===== config.mk =====
export PLATFORM = sky130hd
export DESIGN_NAME = fwo_fifo
export DESIGN_NICKNAME = d
export VERILOG_FILES = /design/src/fwo_pkg.sv /design/src/fwo_fifo.sv
export SDC_FILE = /design/constraint.sdc
export NUM_CORES = 1
export LEC_CHECK = 0
export BUFFER_PORTS_ARGS = -buffer_cell sky130_fd_sc_hd__buf_2
export CAP_MARGIN = 15
export CORE_MARGIN = 4
export CORE_UTILIZATION = 46
export DETAILED_ROUTE_END_ITERATION = 10
export PLACE_DENSITY = 0.74
export SLEW_MARGIN = 10
export SYNTH_ARGS = -nofsm -noshare
export SYNTH_HDL_FRONTEND = slang
export SYNTH_SLANG_ARGS = --single-unit

===== constraint.sdc =====
create_clock -name clk_i -period 6.5 [get_ports clk_i]
set_input_delay 1.3 -clock clk_i [delete_from_list [all_inputs] [get_ports clk_i]]
set_output_delay 1.3 -clock clk_i [all_outputs]
set_load 0.005 [all_outputs]

===== src/fwo_pkg.sv =====
// ----------------------------------------------------------------------------
// fwo_pkg
// shared types, constants and tables of the four wheel encoder odometry block
// ----------------------------------------------------------------------------
package fwo_pkg;

  localparam int COUNT_BITS   = 32;
  localparam int CORDIC_STEPS = 16;

  localparam int DELTA_W   = COUNT_BITS + 3;
  localparam int MPC_W     = 24;
  localparam int A_W       = DELTA_W + MPC_W + 1;
  localparam int B_W       = 33;
  localparam int DIG_W     = 8;
  localparam int DIGITS    = (B_W + DIG_W - 1) / DIG_W;
  localparam int ACC_W     = A_W + B_W;
  localparam int RES_W     = 66;
  localparam int DEN_W     = 42;
  localparam int QUO_W     = 32;
  localparam int ANG_W     = 34;
  localparam int MOD_W     = 56;
  localparam int MOD_STEPS = 22;
  localparam int CFG_IDX_W = 3;
  localparam int CFG_DAT_W = 24;

  localparam logic [CFG_IDX_W-1:0] REG_MPC  = 3'd0;
  localparam logic [CFG_IDX_W-1:0] REG_SIN  = 3'd1;
  localparam logic [CFG_IDX_W-1:0] REG_COS  = 3'd2;
  localparam logic [CFG_IDX_W-1:0] REG_ITR  = 3'd3;
  localparam logic [CFG_IDX_W-1:0] REG_LOW  = 3'd4;
  localparam logic [CFG_IDX_W-1:0] REG_CRIT = 3'd5;

  localparam logic [1:0] VS_NORMAL   = 2'd0;
  localparam logic [1:0] VS_LOW      = 2'd1;
  localparam logic [1:0] VS_CRITICAL = 2'd2;

  localparam logic [4:0] SH_NONE = 5'd0;
  localparam logic [4:0] SH_MIX  = 5'd24;
  localparam logic [4:0] SH_TURN = 5'd23;
  localparam logic [4:0] SH_ROT  = 5'd30;

  localparam logic signed [ANG_W-1:0] PI_Q29      = 34'sd1686629713;
  localparam logic signed [ANG_W-1:0] HALF_PI_Q29 = 34'sd843314857;
  localparam logic signed [ANG_W-1:0] GAIN_Q30    = 34'sd652032874;
  localparam logic [MOD_W-1:0]        TWO_PI_Q29  = 56'd3373259426;
  localparam logic [15:0]             RATE_SCALE  = 16'd15625;

  typedef struct packed {
    logic signed [31:0] front_left_count;
    logic signed [31:0] front_right_count;
    logic signed [31:0] back_right_count;
    logic signed [31:0] back_left_count;
    logic [31:0]        timestamp_us;
    logic [15:0]        supply_mv;
  } in_t;

  typedef struct packed {
    logic signed [47:0] x_position;
    logic signed [47:0] y_position;
    logic signed [31:0] heading;
    logic signed [31:0] velocity_x;
    logic signed [31:0] velocity_y;
    logic signed [31:0] yaw_rate;
    logic [1:0]         voltage_status;
  } out_t;

  typedef struct packed {
    logic [23:0]        metres_per_count;
    logic signed [15:0] mount_sine;
    logic signed [15:0] mount_cosine;
    logic [15:0]        inverse_turn_radius;
    logic [15:0]        low_voltage_mv;
    logic [15:0]        critical_voltage_mv;
  } cfg_t;

  typedef struct packed {
    logic signed [DELTA_W-1:0] cx;
    logic signed [DELTA_W-1:0] cy;
    logic signed [DELTA_W-1:0] cs;
    logic [31:0]               dt;
    logic [1:0]                status;
  } job_t;

  function automatic logic signed [ANG_W-1:0] atan_q29(input logic [4:0] idx);
    logic signed [ANG_W-1:0] v;
    case (idx)
      5'd0:  v = 34'sd421657428;
      5'd1:  v = 34'sd248918915;
      5'd2:  v = 34'sd131521918;
      5'd3:  v = 34'sd66762579;
      5'd4:  v = 34'sd33510843;
      5'd5:  v = 34'sd16771758;
      5'd6:  v = 34'sd8387925;
      5'd7:  v = 34'sd4194219;
      5'd8:  v = 34'sd2097141;
      5'd9:  v = 34'sd1048575;
      5'd10: v = 34'sd524288;
      5'd11: v = 34'sd262144;
      5'd12: v = 34'sd131072;
      5'd13: v = 34'sd65536;
      5'd14: v = 34'sd32768;
      5'd15: v = 34'sd16384;
      5'd16: v = 34'sd8192;
      5'd17: v = 34'sd4096;
      5'd18: v = 34'sd2048;
      5'd19: v = 34'sd1024;
      5'd20: v = 34'sd512;
      5'd21: v = 34'sd256;
      5'd22: v = 34'sd128;
      5'd23: v = 34'sd64;
      5'd24: v = 34'sd32;
      default: v = '0;
    endcase
    return v;
  endfunction

endpackage


===== src/fwo_fifo.sv =====
// ----------------------------------------------------------------------------
// fwo_fifo
// two entry queue between the front and the back
// ----------------------------------------------------------------------------
module fwo_fifo import fwo_pkg::*; (
  input  logic clk_i,
  input  logic rst_ni,
  input  logic push_i,
  input  job_t data_i,
  output logic full_o,
  input  logic pop_i,
  output logic valid_o,
  output job_t data_o
);

  job_t       mem_q [2];
  logic       wr_q;
  logic       rd_q;
  logic [1:0] cnt_q;

  assign full_o  = (cnt_q == 2'd2);
  assign valid_o = (cnt_q != 2'd0);
  assign data_o  = mem_q[rd_q];

  always_ff @(posedge clk_i) begin
    if (push_i) mem_q[wr_q] <= data_i;
  end

  always_ff @(posedge clk_i or negedge rst_ni) begin
    if (!rst_ni) begin
      wr_q  <= 1'b0;
      rd_q  <= 1'b0;
      cnt_q <= '0;
    end else begin
      if (push_i) wr_q <= ~wr_q;
      if (pop_i) rd_q <= ~rd_q;
      cnt_q <= cnt_q + 2'(push_i) - 2'(pop_i);
    end
  end

endmodule


==> reports/summary.log <==
qor: outcome.status completed
qor: die.floorplan.io_pins 284
qor: setup_path.critical_path.max_stage_delay 0.89 ns
qor: global_routing.grt_overflow 0
qor: timing.grt_setup_unrepaired false
qor: setup_path.rr_endpoint mem_q[1][73]
qor: power.switching_share 25.4%
qor: placed_design.weighted_congestion_at_the_end_of_routability_driven_global_placement 0.748
qor: global_routing.globalRouteTotalUtil 14.8%
qor: drt.routed_metal_1_wirelength 7.92 mm
qor: timing.slew_limit_fails 0
qor: drt.drt_iter0_drc 251
qor: die.floorplan.die.width 160 um
qor: placed_design.detailedPlacementHpwl 13.5 mm
qor: logic_synthesis.yosysWarnings 0
qor: setup_path.reg2regPathDepth 2
qor: setup_path.startpoint_type register
qor: power.power.switching 1.48 mW
qor: power.power_frac_seq 43.9%
qor: final_layout.num-nets-final 895
qor: setup_path.path_buf_inv 2
qor: setup_path.wp_depth 3
qor: power.power_density_relative_to_cell_area 437 nW/um2
qor: clock_network.cts_resized 0
qor: setup_path.timing.rr.start wr_q
qor: clock_network.clkLatencyLatePin 0.53 ns
qor: logic_synthesis.syn_avg_cell_area 23.8 um2
qor: power.ir_drop 0.348 mV
qor: logic_synthesis.syn_inst 448
qor: clock_network.total_clock_buffers_created_by_cts 28
qor: global_routing.grt_start_max_net_pins 82
qor: timing.max_freq 242 MHz
qor: logic_synthesis.post_synthesis_mux_area_share 18.2%
qor: die.rows 55
qor: timing.setup_viol 0
qor: logic_synthesis.synth_cell_type_count 14
qor: setup_path.crit_path_max_fanout 68
qor: timing.finalCriticalPeriod 4.13 ns
qor: job.drv.max_cap_violation_count 0
qor: clock_network.clkTransAtPathRegs 0.06 ns
qor: power.clockPowerShare 28.9%
qor: drt.routed-via-count 5175
qor: logic_synthesis.seq_area_frac_synth 79.4%
qor: logic_synthesis.synth_xor_xnor_area_share 0.388%
qor: drt.routedWlPerCell 18.9 um
qor: placed_design.io_buffers 283
qor: clock_network.clock_tree.buffer_depth 3
qor: power.combinationalPowerShare 27.2%
qor: drt.antenna_violating_nets_post_route 0
qor: timing.clock-skew-final 0.0116 ns
qor: drt.met3_length 1.74 mm
qor: timing.min_period_over_period 63.5%
qor: die.die-height 160 um
qor: setup_path.endpoint_kind output pin
qor: logic_synthesis.post_synth_fa_ha_maj_area_fraction 0.235%
qor: setup_path.crit_slowest_cell sky130_fd_sc_hd__buf_4
qor: final_layout.layout-area-overhead-vs-synth 24.9%
qor: die.die_area 25600 um2
qor: logic_synthesis.ys_ff_latch 282
qor: drt.top_layer met5
qor: power.internal-power 4.33 mW
qor: setup_path.critical_path_class register to output pin
qor: clock_network.cts.sink_count 282
qor: clock_network.cts_post_setup_buffers_inserted 0
qor: clock_network.hold_buffers 0
qor: setup_path.critical_path_arrival 2.83 ns
qor: setup_path.cp_data_required_time 5.20 ns
qor: timing.fin_tns_setup 0 ns
qor: clock_network.cts-htree-levels 1
qor: worst_hold_path.hold_class input pin to asynchronous set/reset pin
qor: clock_network.tritoncts yes
qor: drt.routed_wirelength 19.9 mm
qor: logic_synthesis.synth_top_family_by_area multiplexers
qor: final_layout.antennaDiodeCount 0
qor: timing.finalHoldViolations 0
qor: setup_path.path_delay_family buffers and inverters
qor: logic_synthesis.synthesis.nets 593
qor: clock_network.clk_root_buffer_cell sky130_fd_sc_hd__clkbuf_16
qor: timing.slew_headroom 24.5%
qor: global_routing.first_global_vias 5653
qor: global_routing.first_pass_grt_wire_length 30.4 mm
qor: final_layout.final_layout_size_suffix_gt1_share 61.6%
qor: die.start_util 46.9%
qor: drt.drt-vias-per-instance 4.90
qor: global_routing.number_of_antenna_violations_at_the_first_check_in_global_routing 1
qor: setup_path.r2r_setup_slack 3.95 ns
qor: setup_path.worstPathCellList buf_4 -> mux2_2 -> buf_2
qor: logic_synthesis.synth_simple_gate_area_share 0.235%
qor: final_layout.fillCellCount 1700
qor: drt.wl_met2 9.85 mm
qor: drt.drc 0
qor: drt.dr.pass1.iters 4
qor: power.power_leakage 5.32 nW
qor: logic_synthesis.synth-compound-area-share 0%
qor: logic_synthesis.syn_area 10600 um2
qor: timing.timing_worst_slew_pin_value 1.13 ns
qor: die.placeableCoreArea 22700 um2
qor: final_layout.postLayoutCoreUtil 58.5%
[through the flow]
step	setup WS, ns	power (mW)	instances	hold WS, ns	area [um2]
4_1_cts	2.31	5.90	1056	0.544	13300
2_1_floorplan	1.14	3.67	448	0.473	10600
3_3_place_gp	2.97	4.15	1005	0.529	12300
3_5_place_dp	2.90	4.20	1005	0.559	12300
6_report	2.37	5.81	1056	0.566	13300
5_1_grt	2.23	6.09	1056	0.545	13300
[metal layers]
metal | vias up | GRT usage, %
met5 | - | 0
met3 | 39 | 5.06
li1 | 2396 | -
met4 | 2 | 3.79
met2 | 217 | 25.8
met1 | 2521 | 17.8
[cells in the mapped netlist (all sizes together)]
cell / count / area, um2
edfxtp: 278 / 8350
mux2: 139 / 1940
buf: 16 / 159
dfrtp: 4 / 100
ha: 2 / 25.0
inv: 2 / 7.51
nor2b: 2 / 12.5
xor2: 2 / 17.5
and2: 1 / 6.26
or2: 1 / 6.26
xor3: 1 / 23.8
[registers in the layout, summed over array words and instances, names as in the netlist]
signal  count
rd_q        1
cnt_q       2
mem_q     278
wr_q        1
[power groups by stage]
stage	sequential, mW	combinational (mW)	clock [mW]
6_report	2.55	1.58	1.68
5_1_grt	2.58	1.70	1.81
4_1_cts	2.56	1.62	1.72
3_5_place_dp	2.59	1.61	0
3_3_place_gp	2.57	1.58	0
2_1_floorplan	2.56	1.11	0
[worst reg2reg max path: stages, from the launching register on]
cell                      delay [ns]
sky130_fd_sc_hd__dfrtp_1        0.44
sky130_fd_sc_hd__and2_4         0.91
sky130_fd_sc_hd__buf_4          0.76
[cells by family after synthesis]
group	after synthesis
xor gates and xnor gates	3
adders and majority gates	2
buffers and inverters	18
DFF	282
muxes	139
and+or+nand+nor	4
[cell type report]
cell class                 count  area (um2)  share of cell area, %
multi-input combinational    148        2040                   15.4
timing repair buffer         288        1450                   10.9
clock inverter                21         251                   1.89
sequential                   282        8450                   63.6
tap                          285         357                   2.68
inverter                       2        7.51                 0.0565
clock buffer                  30         729                   5.49
[cells in the final DEF (no fill, tap or decap)]
| cell | instances |
|---|---|
| sky130_fd_sc_hd__and2_4 | 1 |
| sky130_fd_sc_hd__buf_2 | 283 |
| sky130_fd_sc_hd__buf_4 | 5 |
| sky130_fd_sc_hd__bufinv_16 | 6 |
| sky130_fd_sc_hd__clkbuf_1 | 1 |
| sky130_fd_sc_hd__clkbuf_16 | 29 |
| sky130_fd_sc_hd__clkinv_1 | 6 |
| sky130_fd_sc_hd__clkinv_2 | 8 |
| sky130_fd_sc_hd__dfrtp_1 | 3 |
| sky130_fd_sc_hd__dfrtp_4 | 1 |
| sky130_fd_sc_hd__edfxtp_1 | 278 |
| sky130_fd_sc_hd__ha_1 | 2 |
| sky130_fd_sc_hd__inv_1 | 2 |
| sky130_fd_sc_hd__inv_6 | 1 |
| sky130_fd_sc_hd__mux2_2 | 39 |
| sky130_fd_sc_hd__mux2_4 | 100 |
| sky130_fd_sc_hd__nor2b_1 | 1 |
| sky130_fd_sc_hd__nor2b_4 | 1 |
| sky130_fd_sc_hd__or2_2 | 1 |
| sky130_fd_sc_hd__xor2_1 | 2 |
| sky130_fd_sc_hd__xor3_1 | 1 |
[worst max path at each step]
stage,end,from,slack (ns)
finish,data_o[129],rd_q,2.37
global route,data_o[25],rd_q,2.23
floorplan,mem_q[0][0],push_i,1.14
global placement,data_o[10],rd_q,2.97
detailed placement,data_o[25],rd_q,2.90
CTS,data_o[25],rd_q,2.31
No activity file was read; power rests on OpenSTA's default activity.
