--- config.mk ---
export PLATFORM = sky130hd
export DESIGN_NAME = fwo_front
export DESIGN_NICKNAME = d
export VERILOG_FILES = /design/src/fwo_pkg.sv /design/src/fwo_front.sv
export SDC_FILE = /design/constraint.sdc
export NUM_CORES = 1
export LEC_CHECK = 0
export BUFFER_PORTS_ARGS = -buffer_cell sky130_fd_sc_hd__buf_2
export CORE_MARGIN = 4
export CORE_UTILIZATION = 55
export DETAILED_ROUTE_END_ITERATION = 16
export PLACE_DENSITY = 0.78
export SETUP_SLACK_MARGIN = 0.2
export SLEW_MARGIN = 10
export SYNTH_ARGS = -nofsm -noshare
export SYNTH_HDL_FRONTEND = slang
export SYNTH_SLANG_ARGS = --single-unit
--- constraint.sdc ---
create_clock -name clk_i -period 11 [get_ports clk_i]
set_input_delay 2.2 -clock clk_i [delete_from_list [all_inputs] [get_ports clk_i]]
set_output_delay 2.2 -clock clk_i [all_outputs]
set_load 0.03 [all_outputs]
--- src/fwo_pkg.sv ---
// ----------------------------------------------------------------------------
// fwo_pkg
// shared types, constants and tables of the four wheel encoder odometry block
// ----------------------------------------------------------------------------
package fwo_pkg;

  localparam int COUNT_BITS   = 32;
  localparam int CORDIC_STEPS = 16;

  localparam int DELTA_W   = COUNT_BITS + 3;
  localparam int MPC_W     = 24;
  localparam int A_W       = DELTA_W + MPC_W + 1;
  localparam int B_W       = 33;
  localparam int DIG_W     = 8;
  localparam int DIGITS    = (B_W + DIG_W - 1) / DIG_W;
  localparam int ACC_W     = A_W + B_W;
  localparam int RES_W     = 66;
  localparam int DEN_W     = 42;
  localparam int QUO_W     = 32;
  localparam int ANG_W     = 34;
  localparam int MOD_W     = 56;
  localparam int MOD_STEPS = 22;
  localparam int CFG_IDX_W = 3;
  localparam int CFG_DAT_W = 24;

  localparam logic [CFG_IDX_W-1:0] REG_MPC  = 3'd0;
  localparam logic [CFG_IDX_W-1:0] REG_SIN  = 3'd1;
  localparam logic [CFG_IDX_W-1:0] REG_COS  = 3'd2;
  localparam logic [CFG_IDX_W-1:0] REG_ITR  = 3'd3;
  localparam logic [CFG_IDX_W-1:0] REG_LOW  = 3'd4;
  localparam logic [CFG_IDX_W-1:0] REG_CRIT = 3'd5;

  localparam logic [1:0] VS_NORMAL   = 2'd0;
  localparam logic [1:0] VS_LOW      = 2'd1;
  localparam logic [1:0] VS_CRITICAL = 2'd2;

  localparam logic [4:0] SH_NONE = 5'd0;
  localparam logic [4:0] SH_MIX  = 5'd24;
  localparam logic [4:0] SH_TURN = 5'd23;
  localparam logic [4:0] SH_ROT  = 5'd30;

  localparam logic signed [ANG_W-1:0] PI_Q29      = 34'sd1686629713;
  localparam logic signed [ANG_W-1:0] HALF_PI_Q29 = 34'sd843314857;
  localparam logic signed [ANG_W-1:0] GAIN_Q30    = 34'sd652032874;
  localparam logic [MOD_W-1:0]        TWO_PI_Q29  = 56'd3373259426;
  localparam logic [15:0]             RATE_SCALE  = 16'd15625;

  typedef struct packed {
    logic signed [31:0] front_left_count;
    logic signed [31:0] front_right_count;
    logic signed [31:0] back_right_count;
    logic signed [31:0] back_left_count;
    logic [31:0]        timestamp_us;
    logic [15:0]        supply_mv;
  } in_t;

  typedef struct packed {
    logic signed [47:0] x_position;
    logic signed [47:0] y_position;
    logic signed [31:0] heading;
    logic signed [31:0] velocity_x;
    logic signed [31:0] velocity_y;
    logic signed [31:0] yaw_rate;
    logic [1:0]         voltage_status;
  } out_t;

  typedef struct packed {
    logic [23:0]        metres_per_count;
    logic signed [15:0] mount_sine;
    logic signed [15:0] mount_cosine;
    logic [15:0]        inverse_turn_radius;
    logic [15:0]        low_voltage_mv;
    logic [15:0]        critical_voltage_mv;
  } cfg_t;

  typedef struct packed {
    logic signed [DELTA_W-1:0] cx;
    logic signed [DELTA_W-1:0] cy;
    logic signed [DELTA_W-1:0] cs;
    logic [31:0]               dt;
    logic [1:0]                status;
  } job_t;

  function automatic logic signed [ANG_W-1:0] atan_q29(input logic [4:0] idx);
    logic signed [ANG_W-1:0] v;
    case (idx)
      5'd0:  v = 34'sd421657428;
      5'd1:  v = 34'sd248918915;
      5'd2:  v = 34'sd131521918;
      5'd3:  v = 34'sd66762579;
      5'd4:  v = 34'sd33510843;
      5'd5:  v = 34'sd16771758;
      5'd6:  v = 34'sd8387925;
      5'd7:  v = 34'sd4194219;
      5'd8:  v = 34'sd2097141;
      5'd9:  v = 34'sd1048575;
      5'd10: v = 34'sd524288;
      5'd11: v = 34'sd262144;
      5'd12: v = 34'sd131072;
      5'd13: v = 34'sd65536;
      5'd14: v = 34'sd32768;
      5'd15: v = 34'sd16384;
      5'd16: v = 34'sd8192;
      5'd17: v = 34'sd4096;
      5'd18: v = 34'sd2048;
      5'd19: v = 34'sd1024;
      5'd20: v = 34'sd512;
      5'd21: v = 34'sd256;
      5'd22: v = 34'sd128;
      5'd23: v = 34'sd64;
      5'd24: v = 34'sd32;
      default: v = '0;
    endcase
    return v;
  endfunction

endpackage

--- src/fwo_front.sv ---
// ----------------------------------------------------------------------------
// fwo_front
// takes telemetry items, forms count deltas, elapsed time and voltage grade
// ----------------------------------------------------------------------------
module fwo_front import fwo_pkg::*; (
  input  logic clk_i,
  input  logic rst_ni,
  input  cfg_t cfg_i,
  input  logic in_valid_i,
  output logic in_stall_o,
  input  in_t  in_data_i,
  input  logic q_full_i,
  output logic push_o,
  output job_t job_o
);

  logic [COUNT_BITS-1:0] prev_q [4];
  logic [COUNT_BITS-1:0] cur    [4];
  logic [COUNT_BITS-1:0] diff   [4];
  logic signed [DELTA_W-1:0] d  [4];
  logic [31:0] prev_time_q;
  logic primed_q;
  logic accept;

  assign in_stall_o = q_full_i;
  assign accept     = in_valid_i && !q_full_i;
  assign push_o     = accept && primed_q;

  assign cur[0] = in_data_i.front_left_count[COUNT_BITS-1:0];
  assign cur[1] = in_data_i.front_right_count[COUNT_BITS-1:0];
  assign cur[2] = in_data_i.back_right_count[COUNT_BITS-1:0];
  assign cur[3] = in_data_i.back_left_count[COUNT_BITS-1:0];

  always_comb begin
    for (int i = 0; i < 4; i++) begin
      diff[i] = cur[i] - prev_q[i];
      d[i]    = DELTA_W'($signed(diff[i]));
    end
  end

  always_comb begin
    job_o.cx = -d[0] - d[1] + d[2] + d[3];
    job_o.cy = -d[0] + d[1] + d[2] - d[3];
    job_o.cs = d[0] + d[1] + d[2] + d[3];
    job_o.dt = in_data_i.timestamp_us - prev_time_q;
    if (in_data_i.supply_mv < cfg_i.critical_voltage_mv) begin
      job_o.status = VS_CRITICAL;
    end else if (in_data_i.supply_mv < cfg_i.low_voltage_mv) begin
      job_o.status = VS_LOW;
    end else begin
      job_o.status = VS_NORMAL;
    end
  end

  always_ff @(posedge clk_i or negedge rst_ni) begin
    if (!rst_ni) begin
      primed_q    <= 1'b0;
      prev_time_q <= '0;
      for (int i = 0; i < 4; i++) prev_q[i] <= '0;
    end else if (accept) begin
      primed_q    <= 1'b1;
      prev_time_q <= in_data_i.timestamp_us;
      for (int i = 0; i < 4; i++) prev_q[i] <= cur[i];
    end
  end

endmodule

==> reports/summary.txt, run 1 <==
Post-Syn Instances -> 2978
CTS sink count -> 161
Placed cell area -> 27700 sq um
Root Buffer -> clkbuf_16
Non-filler cells in the finished layout -> 4028
Horiz. Die Dim -> 219 um
Commonest non-fill, non-tap cell in the layout -> inv_1
Status -> completed
Final Max Tran Viols -> 0
Drt initial violations -> 1552
Required time worst endpoint -> 8.80 ns
Fin. Hold Viols -> 0
Yosys top cell by area -> fa_1
Total CTS buffers -> 17
Worst Tran Pin Value -> 0.997 ns
Hold-critical path depth -> 1
Final critical-path required period -> 10.66 ns
Synthesized area -> 24600 sq um
Share of async-settable or async-resettable flops after synthesis -> 1.00
Final Setup Violations -> 0
Fill cells -> 3791
Flip-flop and latch area -> 4030 sq um
Crit-path most repeated cell -> inv_1
Clock tree buffer depth -> 2
Placed insts -> 3980
CP arrival -> 8.46 ns
Setup WS post-layout -> 0.335 ns
WL final -> 69.4 mm
Vias -> 22.4k
Row cnt -> 77
WL/cell -> 17.2 um
Slowest-stage cell, CP -> fa_1
Max H-tree Level -> 4
IO Port Bufs -> 352
First-pass GRT wire length -> 109 mm
Critical path capture point type -> primary output
Top FF cell, synth -> dfrtp_1
Worst reg2reg path depth -> 1
GRT Util Overall -> 0.284
Kind of critical path -> in2out
Post-route cell area -> 28900 sq um
Fin util -> 0.654
Slew Limit Headroom -> 0.335
Slowest cell delay on critical path -> 0.58 ns
Sequential area share after synthesis -> 0.164
Post-synth EDFFs -> 0
Die footprint -> 48100 sq um
Mean area per synthesized cell -> 8.25 sq um
Largest net degree at the start of global routing -> 107
Fmax -> 93.8 MHz
ANT nets after route -> 0
YS warnings -> 0
Post-route DRC -> 0
Global route total overflow -> 0
DR pass1 iterations -> 6
Tcrit/Tclk final -> 0.970
Unrepaired setup endpoints after global routing -> true
Setup crit start kind -> primary input
CTS clk-pin slew, worst paths -> 0.07 ns
Most frequent cells in the layout -> inv_1, buf_2, ha_1
Max cap viols -> 0
Crit-path max FO -> 4
Initial Util -> 0.555
Number of global-route vias before repair -> 22.2k
Post-cts hold buffer count -> 0
Synth cell types -> 84
Initial antenna violation count -> 4
GPL Wtd Cong -> 0.956
Top Ports -> 425
Area grow syn2layout -> 17.7%
Vias per inst -> 5.56
Hold Path Class -> reg2reg
Clock skew -> 0 ns
Yosys reg bits -> 161
Multi-input logic area -> 18900 sq um
DIE HEIGHT -> 219 um
Nets -> 4197
Share of cells above drive strength 1 -> 0.183
CTS tree -> built
Clock latency on the worst-skew pair -> 0.48 ns
Area contributors post-synth -> fa_1, dfrtp_1, ha_1
DP Worst Slack -> -0.247 ns
HPWL Detailed -> 57.3 mm
Post-synth top area share -> 0.165
Post-synthesis net count -> 3754
CORE AREA -> 44200 sq um
Flop-to-flop setup slack -> 10.20 ns
## cell families after synthesis
kind of cell,after synthesis,share of synthesized area
flip-flops,161,0.164
AO/OA/AOI/OAI,810,0.208
XOR/XNOR,252,0.0904
AND/OR/NAND/NOR,681,0.131
adder cells (fa/ha/maj),492,0.312
multiplexers,14,0.00621
buffers and inverters,568,0.0871
## metrics by stage
stage | hold slack (ns) | TNS [ns]
2_1_floorplan | 0.430 | 0
3_3_place_gp | 0.442 | -0.130
3_5_place_dp | 0.446 | -0.856
4_1_cts | 0.466 | 0
5_1_grt | 0.474 | -0.0127
6_report | 0.465 | 0
## final cells by class
type                    instances  share of cell area
diodes                          2            0.000173
clock buffers                  18              0.0152
clock inverters                14             0.00359
inverters                     523              0.0680
multi-input cells            2249               0.655
flip-flops and latches        161               0.139
well taps                     592              0.0256
repair buffers                469              0.0926
## sequential cells by signal, indices dropped and copies added (netlist names)
signal / flops
primed_q: 1
prev_q: 128
prev_time_q: 32
## cell usage after synthesis (all sizes together), types with 4 or more instances
library cell,number
a311oi,6
o31ai,12
mux2i,4
nor2,156
nor2b,37
nand3,37
nand2b,32
a311o,5
o21a,36
or2,12
nor3b,11
ha,290
a2111oi,5
a21oi,180
nor4,14
nand3b,5
buf,10
inv,523
a31o,9
a21o,141
o22ai,6
xor2,84
a21boi,10
o21ai,265
and2,15
clkbuf,35
o41ai,6
o211ai,11
a221o,6
dfrtp,161
a31oi,21
fa,202
nand2,245
mux2,10
a211oi,20
and3,31
xnor2,167
or3,9
nor3,47
a211o,13
nand4,17
o21bai,30
## routing by layer
metal  vias up  share of wire  GRT usage
li1      10800              -          -
met1     10800           0.39      0.336
met2       645           0.50      0.507
met3       145          0.061     0.0514
met4         4          0.043      0.116
met5         -        0.00053          0
## worst max-delay path, delay by kind of cell
kind                       cells  cell delay (ns)
AOI/OAI and AO/OA             12             2.24
xor gates and xnor gates       3             0.62
adders and majority gates      4             1.45
buffers and inverters          7             0.74
and+or+nand+nor                5             1.17
## what timing repair did
item	in CTS	in global routing
pin swaps	12	50
setup endpoints to repair	24	29
cloned	0	0
setup buffers	3	11
resized for setup	22	101
## worst paths after layout
check | startpoint | to
max | in_data_i[144] | job_o[103]
min | primed_q | primed_q
max reg2reg | prev_q[32] | prev_q[32]
min reg2reg | primed_q | primed_q
max in group asynchronous | rst_ni | prev_time_q[4]
min in group asynchronous | rst_ni | prev_q[95]
Power of run 1 is left out: the tool's default activity adds up to more than one toggle a clock period on the data nets, which glitch-free logic cannot reach.
==> run 2: changes to the inputs <==
Settings changed: REMOVE_ABC_BUFFERS from default to 1, SLEW_MARGIN 10 to 40.
==> run 2 against run 1 <==
  * Fmax is 1.4% lower
  * Design area is 2.2% higher
  * Worst hold slack better by 0.017 ns
  * Critical path type unchanged
==> reports/summary.txt, run 2 (synthesis gave the netlist of run 1 again) <==
Worst Tran Pin Value -> 0.770 ns (-0.227 ns)
Setup crit start kind -> primary input
Critical path capture point type -> primary output
ANT nets after route -> 0 (unchanged)
Vias per inst -> 5.52 (-0.86%)
Initial antenna violation count -> 13 (+9)
Final critical-path required period -> 10.82 ns (+0.154 ns)
Hold Path Class -> reg2reg
WL final -> 71.8 mm (+3.4%)
Fin. Hold Viols -> 0 (unchanged)
WP buf/inv -> 7 (unchanged)
GPL Wtd Cong -> 0.957 (+0.13%)
Most frequent cells in the layout -> inv_1, buf_2, ha_1
Final Setup Violations -> 0 (unchanged)
Slowest cell delay on critical path -> 0.63 ns (+0.05 ns)
Tcrit/Tclk final -> 0.984 (+0.0140)
Post-route DRC -> 0 (unchanged)
Crit-path max FO -> 3 (-1)
Biggest regs -> prev_q: 128 flops, prev_time_q: 32 flops, primed_q: 1 flops
First-pass GRT wire length -> 113 mm (+4.0%)
Fmax -> 92.4 MHz (-1.4%)
Post-route cell area -> 29500 sq um (+2.2%)
WL/cell -> 17.5 um (+1.4%)
DR pass1 iterations -> 6 (unchanged)
Required time worst endpoint -> 8.80 ns (about the same)
Status -> completed
Placed cell area -> 28300 sq um (+2.2%)
Clock tree buffer depth -> 2 (unchanged)
Root Buffer -> clkbuf_16
Row cnt -> 77 (unchanged)
Total CTS buffers -> 17 (unchanged)
Setup WS post-layout -> 0.181 ns (-0.154 ns)
Unrepaired setup endpoints after global routing -> true
Commonest non-fill, non-tap cell in the layout -> inv_1
Clock latency on the worst-skew pair -> 0.49 ns (about the same)
CTS tree -> built
Non-filler cells in the finished layout -> 4108 (+2.0%)
Vias -> 22.7k (+1.1%)
Nets -> 4273 (+1.8%)
Horiz. Die Dim -> 219 um (unchanged)
Post-cts hold buffer count -> 0 (unchanged)
CP arrival -> 8.62 ns (+0.16 ns)
Placed insts -> 4059 (+2.0%)
Final Max Tran Viols -> 0 (unchanged)
Global route total overflow -> 0 (unchanged)
Clock skew -> 0 ns (unchanged)
GRT Util Overall -> 0.296 (+0.0119)
Initial Util -> 0.555 (unchanged)
CTS clk-pin slew, worst paths -> 0.08 ns (about the same)
DIE HEIGHT -> 219 um (unchanged)
Critical path's top delay family -> compound AO/OA/AOI/OAI gates
Slew Limit Headroom -> 0.483 (+0.148)
Area grow syn2layout -> 20.2%
Die footprint -> 48100 sq um (unchanged)
Kind of critical path -> in2out
CTS sink count -> 161 (unchanged)
Max reg flops -> 128 (unchanged)
DP Worst Slack -> -0.209 ns (+0.0379 ns)
Fill cells -> 3646 (-3.8%)
IO Port Bufs -> 352 (unchanged)
Number of global-route vias before repair -> 22.9k (+3.1%)
Slowest-stage cell, CP -> fa_1
Largest net degree at the start of global routing -> 222 (+110%)
Top Ports -> 425 (unchanged)
CORE AREA -> 44200 sq um (unchanged)
Drt initial violations -> 1505 (-3.0%)
HPWL Detailed -> 60.2 mm (+5.1%)
Max cap viols -> 0 (unchanged)
Share of cells above drive strength 1 -> 0.199 (+0.0154)
Max H-tree Level -> 4 (unchanged)
Largest Register -> prev_q
==> run 2: layout make-up <==
type,instances,area (sq um),share of cell area
timing repair buffer,545,3320,0.112
inverter,523,1970,0.0666
antenna,6,15.0,0.000509
multi-input combinational,2249,18900,0.639
sequential,161,4030,0.136
tap,592,741,0.0251
clock buffer,17,425,0.0144
clock inverter,15,151,0.00513
==> run 2: path summary, 6_finish.rpt <==
kind                               start          end  slack, ns  cells after the start
max reg2reg                   prev_q[32]   prev_q[32]      10.20                      1
max in group asynchronous         rst_ni  prev_q[126]       8.42                      2
min reg2reg                     primed_q     primed_q       0.48                      1
max                        in_data_i[80]    job_o[67]       0.18                     30
min in group asynchronous         rst_ni   prev_q[65]       1.57                      1
min                             primed_q     primed_q       0.48                      1
==> run 2: per-stage QoR <==
stage / hold WS, ns / TNS [ns] / utilization
final: 0.482 / 0 / 0.668
after detailed placement: 0.458 / -1.14 / 0.640
after global placement: 0.453 / -0.282 / 0.640
after floorplan: 0.430 / -133.15 / -
after CTS: 0.477 / 0 / 0.655
after global routing: 0.495 / -0.0286 / 0.668
==> run 2: what timing repair did <==
| item | 4_1_cts | 5_1_grt |
|---|---|---|
| endpoints found under the hold margin | 0 | 0 |
| setup buffers | 3 | 7 |
| setup endpoints to repair | 24 | 28 |
| pin swaps | 15 | 49 |
| resized for setup | 26 | 100 |
==> run 2: layer usage <==
layer / global-route usage / wire length [um]
met1: 0.357 / 28900
met2: 0.519 / 36000
met3: 0.0642 / 4370
met4: 0.104 / 2380
met5: 0 / 109
Power of run 2 is left out for the same reason.
==> run 3: changes to the inputs <==
Settings changed: CORE_MARGIN 4 to default.
==> run 3 against run 2 <==
  * Via count about the same
  * Flip-flop and latch count unchanged
  * Fmax increased by 1.1%
  * Setup slack improved by 0.11 ns
  * Count of clock-buffer cells in the layout unchanged
  * Cell count decreased by 0.51%
  * Non-clock buffer count decreased by 23
  * Register-to-register slack about the same
  * Die area decreased by 5.4%
  * Critical path depth increased by 4
  * Clock skew unchanged
  * Design area decreased by 0.64%
==> reports/summary.txt, run 3 (synthesis gave the netlist of run 1 again) <==
Status -> completed
Required time worst endpoint -> 8.80 ns (about the same)
CP arrival -> 8.50 ns (-0.12 ns)
HPWL Detailed -> 58.4 mm (-3.0%)
Setup crit start kind -> primary input
DIE HEIGHT -> 213 um (-2.7%)
Top Ports -> 425 (unchanged)
Post-route DRC -> 0 (unchanged)
Worst Tran Pin Value -> 0.966 ns (+0.196 ns)
Final critical-path required period -> 10.70 ns (-0.114 ns)
Initial antenna violation count -> 11 (-2)
Hold EP -> primed_q
Largest Register -> prev_q
Fin. Hold Viols -> 0 (unchanged)
Biggest regs -> prev_q: 128 flops, prev_time_q: 32 flops, primed_q: 1 flops
Max reg flops -> 128 (unchanged)
Fill cells -> 3800 (+4.2%)
GRT Util Overall -> 0.308 (+0.0125)
Clock skew -> 0 ns (unchanged)
Slowest cell delay on critical path -> 0.53 ns (-0.10 ns)
Vias per inst -> 5.54 (+0.48%)
ANT nets after route -> 0 (unchanged)
WL final -> 69.5 mm (-3.2%)
CTS tree -> built
Final Setup Violations -> 0 (unchanged)
Area grow syn2layout -> 19.4%
Unrepaired setup endpoints after global routing -> true
Root Buffer -> clkbuf_16
HP Start -> primed_q
Clock latency on the worst-skew pair -> 0.49 ns (about the same)
Fmax -> 93.4 MHz (+1.1%)
Global route total overflow -> 0 (unchanged)
IO Port Bufs -> 352 (unchanged)
Hold Path Class -> reg2reg
Number of global-route vias before repair -> 22.2k (-3.1%)
Nets -> 4250 (-0.54%)
GRT busiest layer -> met2
Clock tree buffer depth -> 2 (unchanged)
Crit-path max FO -> 3 (unchanged)
Met2 Use GR -> 0.543 (+0.0240)
Final Max Tran Viols -> 0 (unchanged)
Die footprint -> 45500 sq um (-5.4%)
Max H-tree Level -> 4 (unchanged)
Kind of critical path -> in2out
Initial Util -> 0.557 (+0.00121)
Worst reg2reg path depth -> 1 (unchanged)
CTS sink count -> 161 (unchanged)
CTS clk-pin slew, worst paths -> 0.06 ns (-0.02 ns)
WL/cell -> 17.0 um (-2.7%)
Origin of the critical flop-to-flop path -> prev_q[32]
Hold-critical path depth -> 1 (unchanged)
Largest net degree at the start of global routing -> 181 (-18%)
Post-cts hold buffer count -> 0 (unchanged)
Vias -> 22.7k (-0.035%)
R2R Path End -> prev_q[32]
Share of cells above drive strength 1 -> 0.196 (-0.00299)
Flop-to-flop setup slack -> 10.21 ns (about the same)
Slew Limit Headroom -> 0.356 (-0.127)
DR pass1 iterations -> 6 (unchanged)
GPL Wtd Cong -> 0.977 (+2.0%)
Max cap viols -> 0 (unchanged)
Slowest-stage cell, CP -> fa_2
M3 GR Usage -> 0.0641 (-0.000121)
Grt met1 use -> 0.370 (+0.0132)
CORE AREA -> 44100 sq um (-0.22%)
Critical path capture point type -> primary output
Horiz. Die Dim -> 213 um (-2.7%)
First-pass GRT wire length -> 110 mm (-3.2%)
Final hold slack -> 0.458 ns (-0.0238 ns)
Commonest non-fill, non-tap cell in the layout -> inv_1
Most frequent cells in the layout -> inv_1, buf_2, ha_1
Drt initial violations -> 1459 (-3.1%)
Tcrit/Tclk final -> 0.973 (-0.0103)
Total CTS buffers -> 17 (unchanged)
Row cnt -> 77 (unchanged)
[run 3: cell type report]
class	count	area, sq um	area share
Clock buffer	17	425	0.0145
Inverter	523	1970	0.0670
Multi-Input combinational cell	2249	18900	0.643
Antenna cell	8	20.0	0.000682
Sequential cell	161	4030	0.137
Clock inverter	15	173	0.00589
Timing Repair Buffer	522	3110	0.106
Tap cell	592	741	0.0252
[run 3: metal layers]
metal	vias to the layer above	wire length [um]
li1	11000	-
met1	11000	28500
met2	593	35000
met3	115	3890
met4	6	2040
met5	-	35
[run 3: worst max-delay path by stage]
stage	start	endpoint	slack (ns)	cells after the start
2_1_floorplan	q_full_i	push_o	-3.11	2
3_5_place_dp	in_data_i[80]	job_o[103]	-0.24	34
6_report	in_data_i[80]	job_o[103]	0.30	34
5_1_grt	in_data_i[144]	job_o[138]	0.02	31
4_1_cts	in_data_i[80]	job_o[103]	0.12	34
3_3_place_gp	in_data_i[80]	job_o[103]	-0.13	34
[run 3: metrics by stage]
| stage | setup slack [ns] | area (sq um) | TNS (ns) | util | cells |
|---|---|---|---|---|---|
| finish | 0.295 | 29300 | 0 | 0.665 | 4087 |
| global placement | -0.128 | 28100 | -0.387 | 0.637 | 4034 |
| global route | 0.0246 | 29300 | 0 | 0.665 | 4084 |
| CTS | 0.121 | 28800 | 0 | 0.653 | 4067 |
| floorplan | -3.11 | 24400 | -133.15 | - | 2933 |
| detailed placement | -0.239 | 28100 | -0.834 | 0.637 | 4034 |
[run 3: timing repair]
item	4_1_cts	5_1_grt
hold endpoints to repair	0	0
pin swaps	13	52
endpoints found under the setup margin	22	30
setup buffers	1	12
gates resized for setup	21	107
[run 3: critical path, delay by kind of cell]
kind / cells / cell delay (ns)
compound gates: 18 / 3.04
xor+xnor: 2 / 0.50
fa+ha+maj: 5 / 1.74
buf+inv: 8 / 0.85
simple gates: 1 / 0.15
Power of run 3 is left out for the same reason.
